File: src/hdl/oneshot_delay_timer_pool_defines.svh
// Assertion macros of the timer pool RTL.
`ifndef ONESHOT_DELAY_TIMER_POOL_DEFINES_SVH
`define ONESHOT_DELAY_TIMER_POOL_DEFINES_SVH

`ifndef NO_ASSERTIONS

// Same-cycle implication, sampled on the rising clock edge, off during reset.
`define ODTP_ASSERT_IMPLY(lbl, clk, rst_n, ante, cons) \
    lbl: assert property (@(posedge clk) disable iff (!(rst_n)) (ante) |-> (cons)) \
        else $error("timer pool: same-cycle check failed");

// Next-cycle implication, sampled on the rising clock edge, off during reset.
`define ODTP_ASSERT_NEXT(lbl, clk, rst_n, ante, cons) \
    lbl: assert property (@(posedge clk) disable iff (!(rst_n)) (ante) |=> (cons)) \
        else $error("timer pool: next-cycle check failed");

`else

`define ODTP_ASSERT_IMPLY(lbl, clk, rst_n, ante, cons)
`define ODTP_ASSERT_NEXT(lbl, clk, rst_n, ante, cons)

`endif

`endif

File: src/hdl/odtp_pkg.sv
// Shared types and constants of the one-shot delay timer pool.
package odtp_pkg;

    localparam int DEF_CHANNELS = 4;
    localparam int DEF_TAG_BITS = 8;

    localparam int DELAY_W = 16;
    localparam int TAG_W   = 8;
    localparam int KIND_W  = 2;
    localparam int CHAN_W  = 2;

    localparam logic MODE_TICK    = 1'b0;
    localparam logic MODE_REQUEST = 1'b1;

    localparam logic [KIND_W-1:0] K_ACCEPTED = 2'd0;
    localparam logic [KIND_W-1:0] K_NO_FREE  = 2'd1;
    localparam logic [KIND_W-1:0] K_EXPIRED  = 2'd2;

    typedef struct packed {
        logic               mode;
        logic [DELAY_W-1:0] delay_us;
        logic [TAG_W-1:0]   tag;
    } t_in_item;

    typedef struct packed {
        logic [KIND_W-1:0] kind;
        logic [CHAN_W-1:0] channel;
        logic [TAG_W-1:0]  handle;
        logic              last;
    } t_result;

    // Commands from the controller to the datapath.
    typedef struct packed {
        logic capture;
        logic alloc;
        logic scan;
    } t_dp_cmd;

    // Status from the datapath to the controller.
    typedef struct packed {
        logic scan_done;
    } t_dp_stat;

endpackage

File: src/hdl/odtp_ctrl.sv
// Controller state machine of the one-shot delay timer pool.
module odtp_ctrl
    import odtp_pkg::*;
(
    input  logic     i_clk,
    input  logic     i_rst_n,
    input  logic     i_start,
    input  logic     i_mode,
    input  t_dp_stat i_stat,
    output logic     o_busy,
    output t_dp_cmd  o_cmd
);

    typedef enum logic [2:0] {
        S_IDLE  = 3'b001,
        S_ALLOC = 3'b010,
        S_SCAN  = 3'b100
    } t_state;

    t_state r_state;
    t_state n_state;

    always_comb begin
        n_state = r_state;
        case (r_state)
            S_IDLE: begin
                if (i_start) begin
                    n_state = (i_mode == MODE_REQUEST) ? S_ALLOC : S_SCAN;
                end
            end
            S_ALLOC: begin
                n_state = S_IDLE;
            end
            S_SCAN: begin
                if (i_stat.scan_done) begin
                    n_state = S_IDLE;
                end
            end
            default: begin
                n_state = S_IDLE;
            end
        endcase
    end

    always_ff @(posedge i_clk) begin
        if (!i_rst_n) begin
            r_state <= S_IDLE;
        end else begin
            r_state <= n_state;
        end
    end

    assign o_busy        = (r_state != S_IDLE);
    assign o_cmd.capture = i_start && (r_state == S_IDLE);
    assign o_cmd.alloc   = (r_state == S_ALLOC);
    assign o_cmd.scan    = (r_state == S_SCAN);

endmodule

File: src/hdl/odtp_datapath.sv
// Datapath of the one-shot delay timer pool: counter, channel store, scan and result.
`include "oneshot_delay_timer_pool_defines.svh"

module odtp_datapath
    import odtp_pkg::*;
#(
    parameter int CHANNELS = DEF_CHANNELS,
    parameter int TAG_BITS = DEF_TAG_BITS
)
(
    input  logic     i_clk,
    input  logic     i_rst_n,
    input  t_in_item i_item,
    input  t_dp_cmd  i_cmd,
    output t_dp_stat o_stat,
    output logic     o_strobe,
    output t_result  o_result
);

    localparam int CH_W = (CHANNELS > 1) ? $clog2(CHANNELS) : 1;

    logic [DELAY_W-1:0]  r_count;
    logic [DELAY_W-1:0]  n_count;
    logic [DELAY_W-1:0]  r_cmp [CHANNELS];
    logic [TAG_BITS-1:0] r_tag [CHANNELS];
    logic [CHANNELS-1:0] r_pend;
    logic [CHANNELS-1:0] n_pend;
    logic [CHANNELS-1:0] r_hit;
    logic [CHANNELS-1:0] n_hit;
    logic [CH_W-1:0]     r_idx;
    logic [CH_W-1:0]     n_idx;
    logic [DELAY_W-1:0]  r_delay;
    logic [TAG_BITS-1:0] r_req_tag;
    logic                r_strobe;
    logic                n_strobe;
    t_result             r_result;
    t_result             n_result;

    logic [DELAY_W-1:0]  w_next_count;
    logic [CHANNELS-1:0] w_hit;
    logic [CHANNELS-1:0] w_rest;
    logic [CH_W-1:0]     w_free_idx;
    logic                w_free_any;

    assign w_next_count = r_count + 16'd1;
    assign w_free_any   = (r_pend != {CHANNELS{1'b1}});

    // Match every pending channel against the count the tick will produce.
    always_comb begin
        for (int c = 0; c < CHANNELS; c++) begin
            w_hit[c] = r_pend[c] && (r_cmp[c] == w_next_count);
        end
    end

    // Lowest idle channel.
    always_comb begin
        w_free_idx = '0;
        for (int c = CHANNELS - 1; c >= 0; c--) begin
            if (!r_pend[c]) begin
                w_free_idx = CH_W'(c);
            end
        end
    end

    // Hits still to report once the current channel is done.
    always_comb begin
        w_rest        = r_hit;
        w_rest[r_idx] = 1'b0;
    end

    assign o_stat.scan_done = (w_rest == '0);

    always_comb begin
        n_count  = r_count;
        n_pend   = r_pend;
        n_hit    = r_hit;
        n_idx    = r_idx;
        n_strobe = 1'b0;
        n_result = r_result;
        if (i_cmd.capture && (i_item.mode == MODE_TICK)) begin
            n_count = w_next_count;
            n_hit   = w_hit;
            n_idx   = '0;
        end
        if (i_cmd.alloc) begin
            n_strobe = 1'b1;
            if (w_free_any) begin
                n_pend[w_free_idx] = 1'b1;
                n_result = '{kind: K_ACCEPTED, channel: CHAN_W'(w_free_idx),
                             handle: TAG_W'(r_req_tag), last: 1'b1};
            end else begin
                n_result = '{kind: K_NO_FREE, channel: '0,
                             handle: TAG_W'(r_req_tag), last: 1'b1};
            end
        end
        if (i_cmd.scan) begin
            n_idx = r_idx + CH_W'(1);
            if (r_hit[r_idx]) begin
                n_strobe      = 1'b1;
                n_pend[r_idx] = 1'b0;
                n_hit         = w_rest;
                n_result = '{kind: K_EXPIRED, channel: CHAN_W'(r_idx),
                             handle: TAG_W'(r_tag[r_idx]), last: (w_rest == '0)};
            end
        end
    end

    always_ff @(posedge i_clk) begin
        if (!i_rst_n) begin
            r_count  <= '0;
            r_pend   <= '0;
            r_hit    <= '0;
            r_idx    <= '0;
            r_strobe <= 1'b0;
        end else begin
            r_count  <= n_count;
            r_pend   <= n_pend;
            r_hit    <= n_hit;
            r_idx    <= n_idx;
            r_strobe <= n_strobe;
        end
    end

    // Payload: request fields, channel store and result.
    always_ff @(posedge i_clk) begin
        r_result <= n_result;
        if (i_cmd.capture) begin
            r_delay   <= i_item.delay_us;
            r_req_tag <= TAG_BITS'(i_item.tag);
        end
        if (i_cmd.alloc && w_free_any) begin
            r_cmp[w_free_idx] <= r_count + r_delay;
            r_tag[w_free_idx] <= r_req_tag;
        end
    end

    assign o_strobe = r_strobe;
    assign o_result = r_result;

    `ODTP_ASSERT_NEXT(a_alloc_takes_one, i_clk, i_rst_n, i_cmd.alloc && w_free_any, $countones(r_pend) == $past($countones(r_pend)) + 1)
    `ODTP_ASSERT_NEXT(a_expiry_frees_one, i_clk, i_rst_n, i_cmd.scan && r_hit[r_idx], $countones(r_pend) + 1 == $past($countones(r_pend)))
    `ODTP_ASSERT_IMPLY(a_request_result_last, i_clk, i_rst_n, r_strobe && (r_result.kind != K_EXPIRED), r_result.last)

endmodule

File: src/hdl/oneshot_delay_timer_pool.sv
// Top level of the one-shot delay timer pool.
//
// A pool of CHANNELS one-shot delay channels that share a single 16-bit
// tick counter. An item is taken when start is high and busy is low. A request
// item (mode 1) grabs the lowest idle channel, arms it to expire delay_us ticks
// later (a delay of zero expires after a full wrap of 65536 ticks) and reports
// the channel with the tag; with every channel busy it reports "no free
// channel" and changes nothing. A tick item (mode 0) advances the counter and
// reports every channel that expires on the new count, lowest channel first,
// each freeing itself and returning its stored tag; a tick with no expiry gives
// no result. The final result of an item carries last. Results appear on
// o_result for exactly one cycle, marked by o_strobe, and cannot be held off:
// the receiver must take them as they come. A request raises busy while it
// allocates and shows its result in the cycle after; no new item is taken
// while it allocates. A tick raises busy while the expiry scan walks the
// channel store one entry per cycle from channel 0 up to the highest expiring
// channel, visiting channel 0 alone when at most channel 0 expires; no new
// item is taken until the scan ends. Each expiry shows in the cycle after its
// channel is visited. Reset is synchronous, active low, and leaves every
// channel idle with the counter at zero.
module oneshot_delay_timer_pool
    import odtp_pkg::*;
#(
    parameter int CHANNELS = DEF_CHANNELS,
    parameter int TAG_BITS = DEF_TAG_BITS
)
(
    input  logic     i_clk,
    input  logic     i_rst_n,
    input  logic     start,
    output logic     busy,
    input  t_in_item i_item,
    output logic     o_strobe,
    output t_result  o_result
);

    // Command and status between the sequencer and the datapath.
    t_dp_cmd  w_cmd;
    t_dp_stat w_stat;

    // Sequencer: idle, allocate a channel, or walk the expiry scan.
    odtp_ctrl u_ctrl (
        .i_clk   (i_clk),
        .i_rst_n (i_rst_n),
        .i_start (start),
        .i_mode  (i_item.mode),
        .i_stat  (w_stat),
        .o_busy  (busy),
        .o_cmd   (w_cmd)
    );

    // Counter, channel store, compare and result register.
    odtp_datapath #(
        .CHANNELS (CHANNELS),
        .TAG_BITS (TAG_BITS)
    ) u_datapath (
        .i_clk    (i_clk),
        .i_rst_n  (i_rst_n),
        .i_item   (i_item),
        .i_cmd    (w_cmd),
        .o_stat   (w_stat),
        .o_strobe (o_strobe),
        .o_result (o_result)
    );

endmodule
File: config.mk
export PLATFORM = sky130hd
export DESIGN_NAME = oneshot_delay_timer_pool
export DESIGN_NICKNAME = d
export VERILOG_FILES = /design/src/hdl/odtp_pkg.sv /design/src/hdl/odtp_ctrl.sv /design/src/hdl/odtp_datapath.sv /design/src/hdl/oneshot_delay_timer_pool.sv
export VERILOG_INCLUDE_DIRS = /design/src /design/src/hdl
export SDC_FILE = /design/constraint.sdc
export NUM_CORES = 1
export LEC_CHECK = 0
export ABC_AREA = 1
export CELL_PAD_IN_SITES_DETAIL_PLACEMENT = 1
export CELL_PAD_IN_SITES_GLOBAL_PLACEMENT = 1
export CORE_MARGIN = 5
export CORE_UTILIZATION = 50
export CTS_CLUSTER_DIAMETER = 150
export DETAILED_ROUTE_END_ITERATION = 7
export DONT_BUFFER_PORTS = 1
export PLACE_DENSITY_LB_ADDON = 0.08
export SLEW_MARGIN = 25
export SYNTH_ARGS = -nofsm -noshare
export SYNTH_HDL_FRONTEND = slang
export SYNTH_HIERARCHICAL = 1
export SYNTH_SLANG_ARGS = --single-unit
File: constraint.sdc
create_clock -name i_clk -period 10.05 [get_ports i_clk]
set_input_delay 2.01 -clock i_clk [delete_from_list [all_inputs] [get_ports i_clk]]
set_output_delay 2.01 -clock i_clk [all_outputs]
set_load 0.005 [all_outputs]
After elaboration in Yosys (flattened, before gate mapping):

Memories as Yosys holds them, arrays and structs flattened. A register that Yosys moved wholly into a read port is not among the register bits.
Cells that the tools add are included.
Widths: inputs -> output; s select.

* input bits: 28
* bits in writable memories: 96
* bits in latches: 0
* memories kept: 2
* ROM bits: 0
* bits in registers: 67
* logic and storage cells: 83

Memory list
* u_datapath.r_cmp: words 4, width 16, rd ports 4, clocked after memory_dff 0, write ports 1, RTL line odtp_datapath.sv:24 `logic [DELAY_W-1:0] r_cmp [CHANNELS];`
* u_datapath.r_tag: words 4, width 8, rd ports 1, clocked after memory_dff 1, write ports 1, RTL line odtp_datapath.sv:25 `logic [TAG_BITS-1:0] r_tag [CHANNELS];`

* eq/ne operators: 11
* shift operators: 0
* div/mod/pow operators: 0
* bitwise logic cells: 5
* multipliers: 0
* reduce and logical (&&, ||, !) cells: 12
* order comparisons: 4
* mux-type cells: 34
* add/sub/neg operators: 3

Operator list (number)
* $eq 16x16->1: 4
* $mux 13: 3
* $mux 4: 7
* $add 16x1->16 const B: 1
* $add 16x16->16: 1
* $mux 2: 8
* $mux 12: 1
* $logic_and 1x1->1: 9
* $mux 3: 3
* $and 4x4->4: 2
* $mux 1: 8
* $lt 2x3->1 const B: 2
* $pmux 3 s2: 1
* $demux 1 s2: 2
* $ge 2x1->1 const B: 2
* $logic_not 4->1: 1
* $ne 4x4->1 const B: 1
* $not 4->4: 1
* $or 4x4->4: 1
* $eq 3x1->1 const B: 1
* $eq 3x2->1 const B: 1
* $eq 3x3->1 const B: 1
* $ne 3x1->1 const B: 1
* $add 2x1->2 const B: 1
* 6 further kinds: 6

Depth between registers and ports, before layout:

Gate-level depths: netlist of the first run.

* word-level depth: 14
* gate-level depth with buffers: 14
* mapped depth without buffers: 14

Modules after synthesis:

Netlist of the first run, hierarchy kept.

By module, submodules not included
* odtp_datapath: area an instance 7922.6 um^2, cells an instance 857, times used 1, seq. area each 4444.3 um^2
* odtp_ctrl: area an instance 161.4 um^2, cells an instance 23, times used 1, seq. area each 60.1 um^2

Least setup slack after synthesis of the first run:

No wires, ideal clock.

* path type: input port to flip-flop
* from: input port start
* to: register u_datapath.r_count[5]
* data required time: 9.934 ns
* library setup time: 0.116 ns
* stages on the path: 9
* setup slack: 6.407 ns
* arrival: 3.526 ns
* path through: nand2_2 inv_1 nand2_1 clkbuf_1 inv_1 clkbuf_1 nand2_1 o211ai_1 inv_1

RTL lines
* start, declared: RTL line oneshot_delay_timer_pool.sv:30 `input logic start,`
* end signal, assigned: RTL line odtp_datapath.sv:116 `r_count <= n_count;`
* end, declared: RTL line odtp_datapath.sv:22 `logic [DELAY_W-1:0] r_count;`

==> results of run 1 <==
==> per-stage QoR <==
stage / hold slack (ps) / cells / utilization [%]
detailed placement: 479 / 1084 / 52.5
global placement: 468 / 1084 / 52.5
global route: 507 / 1116 / 56.3
finish: 486 / 1116 / 56.3
CTS: 489 / 1116 / 56.3
floorplan: 448 / 880 / -
==> worst paths after layout <==
path | start | end | slack, ps | depth (start not counted)
max | start | u_datapath/r_count[12] | 6190 | 7
min | u_datapath/o_result[12] | u_datapath/o_result[12] | 490 | 2
max reg2reg | u_datapath/r_count[0] | u_datapath/r_cmp[0][12] | 6530 | 10
min reg2reg | u_datapath/o_result[12] | u_datapath/o_result[12] | 490 | 2
==> state kept, by name, summed over array words and instances (netlist names), 2 cells and up, named ones only <==
| name | count |
|---|---|
| u_datapath/r_pend | 4 |
| u_datapath/r_cmp | 64 |
| u_datapath/r_idx | 2 |
| u_datapath/r_count | 16 |
| u_datapath/r_delay | 16 |
| u_datapath/r_tag | 32 |
| u_datapath/r_req_tag | 8 |
| u_datapath/o_result | 13 |
| u_ctrl/r_state | 3 |
| u_datapath/r_hit | 4 |
==> critical path, delay by kind of cell <==
kind | cells | cell delay, ps
buf+inv | 3 | 1170
simple gates | 2 | 640
compound gates | 2 | 380
==> power by group <==
part	switching (mW)	total (mW)	internal, mW	leakage (nW)
logic	0.101	0.146	0.0450	1.93
clock network	0.296	0.665	0.369	0.298
registers	0.0286	0.799	0.770	1.46
total	0.425	1.61	1.18	3.68
==> area by class of cell <==
cell class                      instances  area, sq um
Sequential cell                       165         4500
Multi-Input combinational cell        586         3100
Clock buffer                           19          454
Clock inverter                         13          150
Fill cell                            1851         6940
Inverter                              111          417
Timing Repair Buffer                    6         45.0
Tap cell                              216          270
==> layer usage <==
metal / vias up / global-route usage [%] / part of all wire [%] / routed length [microns]
li1: 2989 / - / - / -
met1: 3113 / 32.4 / 42 / 9860
met2: 157 / 44.4 / 50 / 11700
met3: 40 / 5.22 / 4.6 / 1090
met4: 0 / 10.6 / 2.9 / 675
met5: - / 0 / 0 / 0
==> cell usage in the layout (no fill, tap or decap), types with 4 or more instances in the layout <==
cell | netlist | routed
xor2_1 | 9 | 9
o32ai_1 | 8 | 8
nand2_1 | 193 | 193
inv_8 | 0 | 5
buf_4 | 0 | 6
nand3b_1 | 28 | 28
edfxtp_1 | 120 | 120
dfxtp_1 | 45 | 45
clkbuf_16 | 0 | 18
nor2_2 | 4 | 6
o21ai_0 | 47 | 47
nor3_1 | 6 | 5
nand2_2 | 16 | 16
nor2_1 | 91 | 89
ha_1 | 20 | 20
inv_1 | 107 | 107
inv_6 | 0 | 4
nand4_1 | 15 | 15
nand3_1 | 65 | 65
xnor2_1 | 8 | 8
a21oi_1 | 46 | 46
==> kinds of logic (layout without fill, tap and decap cells) <==
group / count (synthesis) / after routing
AOI/OAI and AO/OA: 118 / 118
DFF: 165 / 165
xor gates and xnor gates: 19 / 19
and+or+nand+nor: 428 / 428
buffers and inverters: 129 / 149
adders and majority gates: 21 / 21
==> summary.md, run 1 <==
| Metric | Value |
|---|---|
| Slowest CP cell | `inv_1` |
| Area contributors post-synth | `edfxtp_1 (45%), dfxtp_1 (11%), nand2_1 (9.0%)` |
| Post-CTS setup buffer count | `0` |
| Compound-Gate Fraction of Synth Area | `8.39%` |
| Critical Path Start Type | `primary input` |
| Seq/Total Area, Yosys | `55.7%` |
| CP max stage delay | `730 ps` |
| Antenna violations before repair | `0` |
| Max-slew headroom | `37.0%` |
| DR DRC count | `0` |
| Final worst-path cycle share | `38.4%` |
| Congestion Overflow GR | `0` |
| Clock latency on the worst-skew pair | `430 ps` |
| First-pass GRT wire length | `36400 microns` |
| Synth async-reset ratio | `0%` |
| Synth top area share | `44.6%` |
| Post-Syn Area | `8080 sq um` |
| Total power | `1.61 mW` |
| Simple-gate share of the synthesized area | `24.1%` |
| Largest net degree at the start of global routing | `26` |
| CP Cell Sequence | `nand2_2 -> inv_1 -> buf_4 -> nand2_1 -> inv_1 -> o21ai_0 -> a21oi_1` |
| TritonCTS Buffers | `17` |
| Die X | `137 microns` |
| Nature of the critical path endpoint | `flip-flop` |
| Clock Path Buffers | `2` |
| EDFF count, synth | `120` |
| Post-layout minimum cycle time | `3860 ps` |
| Run status | `completed` |
| Hold crit path type | `reg -> reg` |
| Setup TNS | `0 ps` |
| Synth Warn # | `6` |
| CTS sink count | `165` |
| Cell row count | `46` |
| RSZ-0062 raised after global routing | `no` |
| # IOs | `43` |
| Max-slew violation count | `0` |
| Number of global-route vias before repair | `6652` |
| Post-synth top area cell | `edfxtp_1` |
| Count of cell types in the netlist | `40` |
| Number of DRC markers in iteration 0 | `460` |
| Vias per cell | `5.64` |
| Final Net Count | `936` |
| Post-synthesis to final-layout area growth | `10.6%` |
| Setup Viol. Count Final | `0` |
| Wire per inst | `20.9 microns` |
| Main synth FF type | `edfxtp_1` |
| Top-count cell post-synth | `nand2_1` |
| Port bufs | `0` |
| Layout cell share with drive strength beyond 1 | `7.89%` |
| Final worst slack | `6190 ps` |
| Crit Path Category | `in -> reg` |
| Total of max-cap violations | `0` |
| Required @ worst endpoint | `10410 ps` |
| Total GRT Usage | `26.0%` |
| Pre-CTS setup slack | `5810 ps` |
| Avg Inst Size Synth | `9.19 sq um` |
| Root Buffer | `clkbuf_16` |
| Max Fanout on Critical Path | `25` |
| Die ar. | `18800 sq um` |
| PwrDens | `180 nW/um^2` |
| Post-Syn Nets | `929` |
| Cell Area, Placed | `8340 sq um` |
| Post-synthesis mux area share | `0%` |
| CORE AREA | `15900 sq um` |
| Critical path arrival | `4220 ps` |
| Static Leakage | `3.68 nW` |
| VDD IR max | `0.115 mV` |
| Largest family of logic cells by synthesized area | `simple AND/OR/NAND/NOR gates` |
| Starting Density | `50.9%` |
| Crit-path most repeated cell | `inv_1` |
| Post-cts sizing count | `0` |
| Slew at the pin closest to its max-slew limit | `942 ps` |
| Xor and xnor fraction of the mapped netlist area | `2.40%` |
| Depth of the CTS H-tree | `4` |
| Total number of vias | `6299` |
| # diodes | `0` |
| TritonCTS clock tree | `done` |
| Die Height | `137 microns` |
| Achievable frequency | `0.259 GHz` |
| Final Instance Area | `8940 sq um` |
| Top cells by count, synth | `nand2_1 (193), edfxtp_1 (120), inv_1 (107)` |
| Gp weighted congestion | `0.916` |
| Adder-cell share of the synthesized area | `3.34%` |
| Final Skew | `7.81 ps` |
| Post-synthesis cell count | `880` |
| Hold Buf Count CTS | `0` |
| Routed WL | `23300 microns` |
| Final Hold Fails | `0` |
| Reg clk slew, reported paths | `70 ps` |
| Routed Antenna Nets | `0` |
| Post-DP HPWL | `17100 microns` |
| DR pass1 iterations | `4` |
| #FFs+latches synth | `165` |
Power figures use the tool's default switching activity.
==> inputs of run 2 (changes only) <==
- CORE_UTILIZATION: 50 -> 49
- clock period: 10.05 -> 3.7 ns (I/O delays scaled with it)
==> summary.md, run 2 (synthesized netlist as in run 1, its figures left out) <==
| Metric | Value |
|---|---|
| Final Net Count | `941` |
| Hold Path Origin | `i_item[1]` |
| Routed Antenna Nets | `0` |
| Pint | `3.32 mW` |
| Achievable frequency | `0.328 GHz` |
| Die ar. | `19200 sq um` |
| Slowest CP cell | `dfxtp_1` |
| PwrDens | `496 nW/um^2` |
| CP Cell Sequence | `ha_1 -> inv_1 -> fa_1 -> nand3b_1 -> nand2_1 -> a21oi_1 -> o21ai_0 -> a21boi_0 -> o21ai_0 -> xor2_1` |
| Post-DP HPWL | `17100 microns` |
| Origin of the worst setup path | `u_datapath/r_count[0]` |
| Wire per inst | `21.1 microns` |
| Family with the most delay on the worst path | `compound AO/OA/AOI/OAI gates` |
| RSZ-0062 raised after global routing | `no` |
| Sequential fraction of design power | `48.4%` |
| Top Metal Used | `met4` |
| Starting Density | `49.3%` |
| Max-slew headroom | `43.4%` |
| # diodes | `0` |
| Total number of vias | `6337` |
| Antenna violations before repair | `0` |
| VDD IR max | `0.327 mV` |
| Congestion Overflow GR | `0` |
| Final Skew | `13.9 ps` |
| Final Core Density | `55.1%` |
| Largest net degree at the start of global routing | `26` |
| DR pass1 iterations | `5` |
| TritonCTS Buffers | `17` |
| Gp weighted congestion | `0.942` |
| Vias per cell | `5.63` |
| Switching Share | `26.1%` |
| Net Sw Power | `1.17 mW` |
| Met2 WL | `11700 microns` |
| Clock Path Buffers | `2` |
| Die X | `138 microns` |
| Post-cts sizing count | `0` |
| Setup TNS | `0 ps` |
| Final worst-path cycle share | `82.5%` |
| Final Hold Fails | `0` |
| Max Fanout on Critical Path | `16` |
| Fillers | `1876` |
| Setup Viol. Count Final | `0` |
| Hold Worst Slack | `400 ps` |
| Wl on met1 | `10800 microns` |
| Layout cell share with drive strength beyond 1 | `8.51%` |
| Most flop-heavy register | `u_datapath/r_cmp` |
| CORE AREA | `16400 sq um` |
| Max reg flops | `64` |
| Combined buffer and inverter count along the critical path | `1` |
| CTS sink count | `165` |
| Max-slew violation count | `0` |
| Die Height | `138 microns` |
| Slew at the pin closest to its max-slew limit | `848 ps` |
| Final worst slack | `649 ps` |
| Reg clk slew, reported paths | `80 ps` |
| Run status | `completed` |
| Routed met3 length | `722 microns` |
| Commonest cells after routing, fill and taps aside | `nand2_1 (193), edfxtp_1 (120), inv_1 (107)` |
| Root Buffer | `clkbuf_16` |
| Crit Path Category | `reg -> reg` |
| Critical path arrival | `3280 ps` |
| Largest registers | `u_datapath/r_cmp (64), u_datapath/r_tag (32)` |
| Cell row count | `47` |
| Share of total power in combinational logic | `8.9%` |
| Commonest non-fill, non-tap cell in the layout | `nand2_1` |
| Post-CTS setup buffer count | `0` |
| Total of max-cap violations | `0` |
| CP max stage delay | `700 ps` |
| Port bufs | `0` |
| Total GRT Usage | `24.9%` |
| TritonCTS clock tree | `done` |
| Post-layout minimum cycle time | `3050 ps` |
| Depth of the CTS H-tree | `4` |
| Pre-CTS setup slack | `718 ps` |
| Nature of the critical path endpoint | `flip-flop` |
| Routed WL | `23700 microns` |
| Required @ worst endpoint | `3930 ps` |
| Number of DRC markers in iteration 0 | `442` |
| Number of global-route vias before repair | `6665` |
| DR DRC count | `0` |
| Share of total power in the clock network | `42.7%` |
| Total power | `4.49 mW` |
| Clock latency on the worst-skew pair | `430 ps` |
| Hold crit path type | `in -> reg` |
| Static Leakage | `3.73 nW` |
| Crit-path most repeated cell | `o21ai_0` |
| Reg2reg start | `u_datapath/r_count[0]` |
| Post-synthesis to final-layout area growth | `11.9%` |
| # IOs | `43` |
| Hold Buf Count CTS | `0` |
| First-pass GRT wire length | `37000 microns` |
| Critical Path Start Type | `flip-flop` |
## run 2: layout make-up
class,instances,area [sq um],area share (%)
flip-flops and latches,165,4500,49.8
multi-input cells,586,3100,34.3
clock buffers,17,425,4.70
inverters,111,417,4.61
well taps,220,275,3.04
clock inverters,15,215,2.38
repair buffers,11,108,1.19
## run 2: through the flow
stage | cells | area [sq um]
finish | 1125 | 9040
global route | 1125 | 9040
CTS | 1125 | 9040
detailed placement | 1093 | 8400
global placement | 1093 | 8400
floorplan | 880 | 8080
## run 2: routing by layer
layer / global-route usage, % / up-vias
li1: - / 3002
met4: 7.02 / 0
met2: 42.4 / 105
met1: 32.6 / 3203
met5: 0 / -
met3: 4.66 / 27
## run 2: worst reg2reg max path, delay by kind of cell (launching register included)
| kind | cells | cell delay [ps] |
|---|---|---|
| AO/OA/AOI/OAI | 4 | 880 |
| flip-flops | 1 | 700 |
| adder cells (fa/ha/maj) | 2 | 660 |
| XOR/XNOR | 1 | 280 |
| AND/OR/NAND/NOR | 2 | 270 |
| buffers and inverters | 1 | 60 |
## run 2: path summary, 6_finish.rpt
path	end	depth (start not counted)	slack, ps
worst max-delay path	u_datapath/r_cmp[3][12]	10	650
worst min-delay path	u_datapath/r_req_tag[1]	0	400
worst max register to register	u_datapath/r_cmp[3][12]	10	650
worst min register to register	u_datapath/o_result[12]	2	510
## run 2: power by group through the flow
stage          clock network (mW)  registers (mW)  logic (mW)
5_1_grt                      2.05            2.18       0.444
2_1_floorplan                   0            2.17       0.284
6_report                     1.92            2.17       0.400
4_1_cts                      1.95            2.17       0.397
3_3_place_gp                    0            2.21       0.370
3_5_place_dp                    0            2.21       0.390
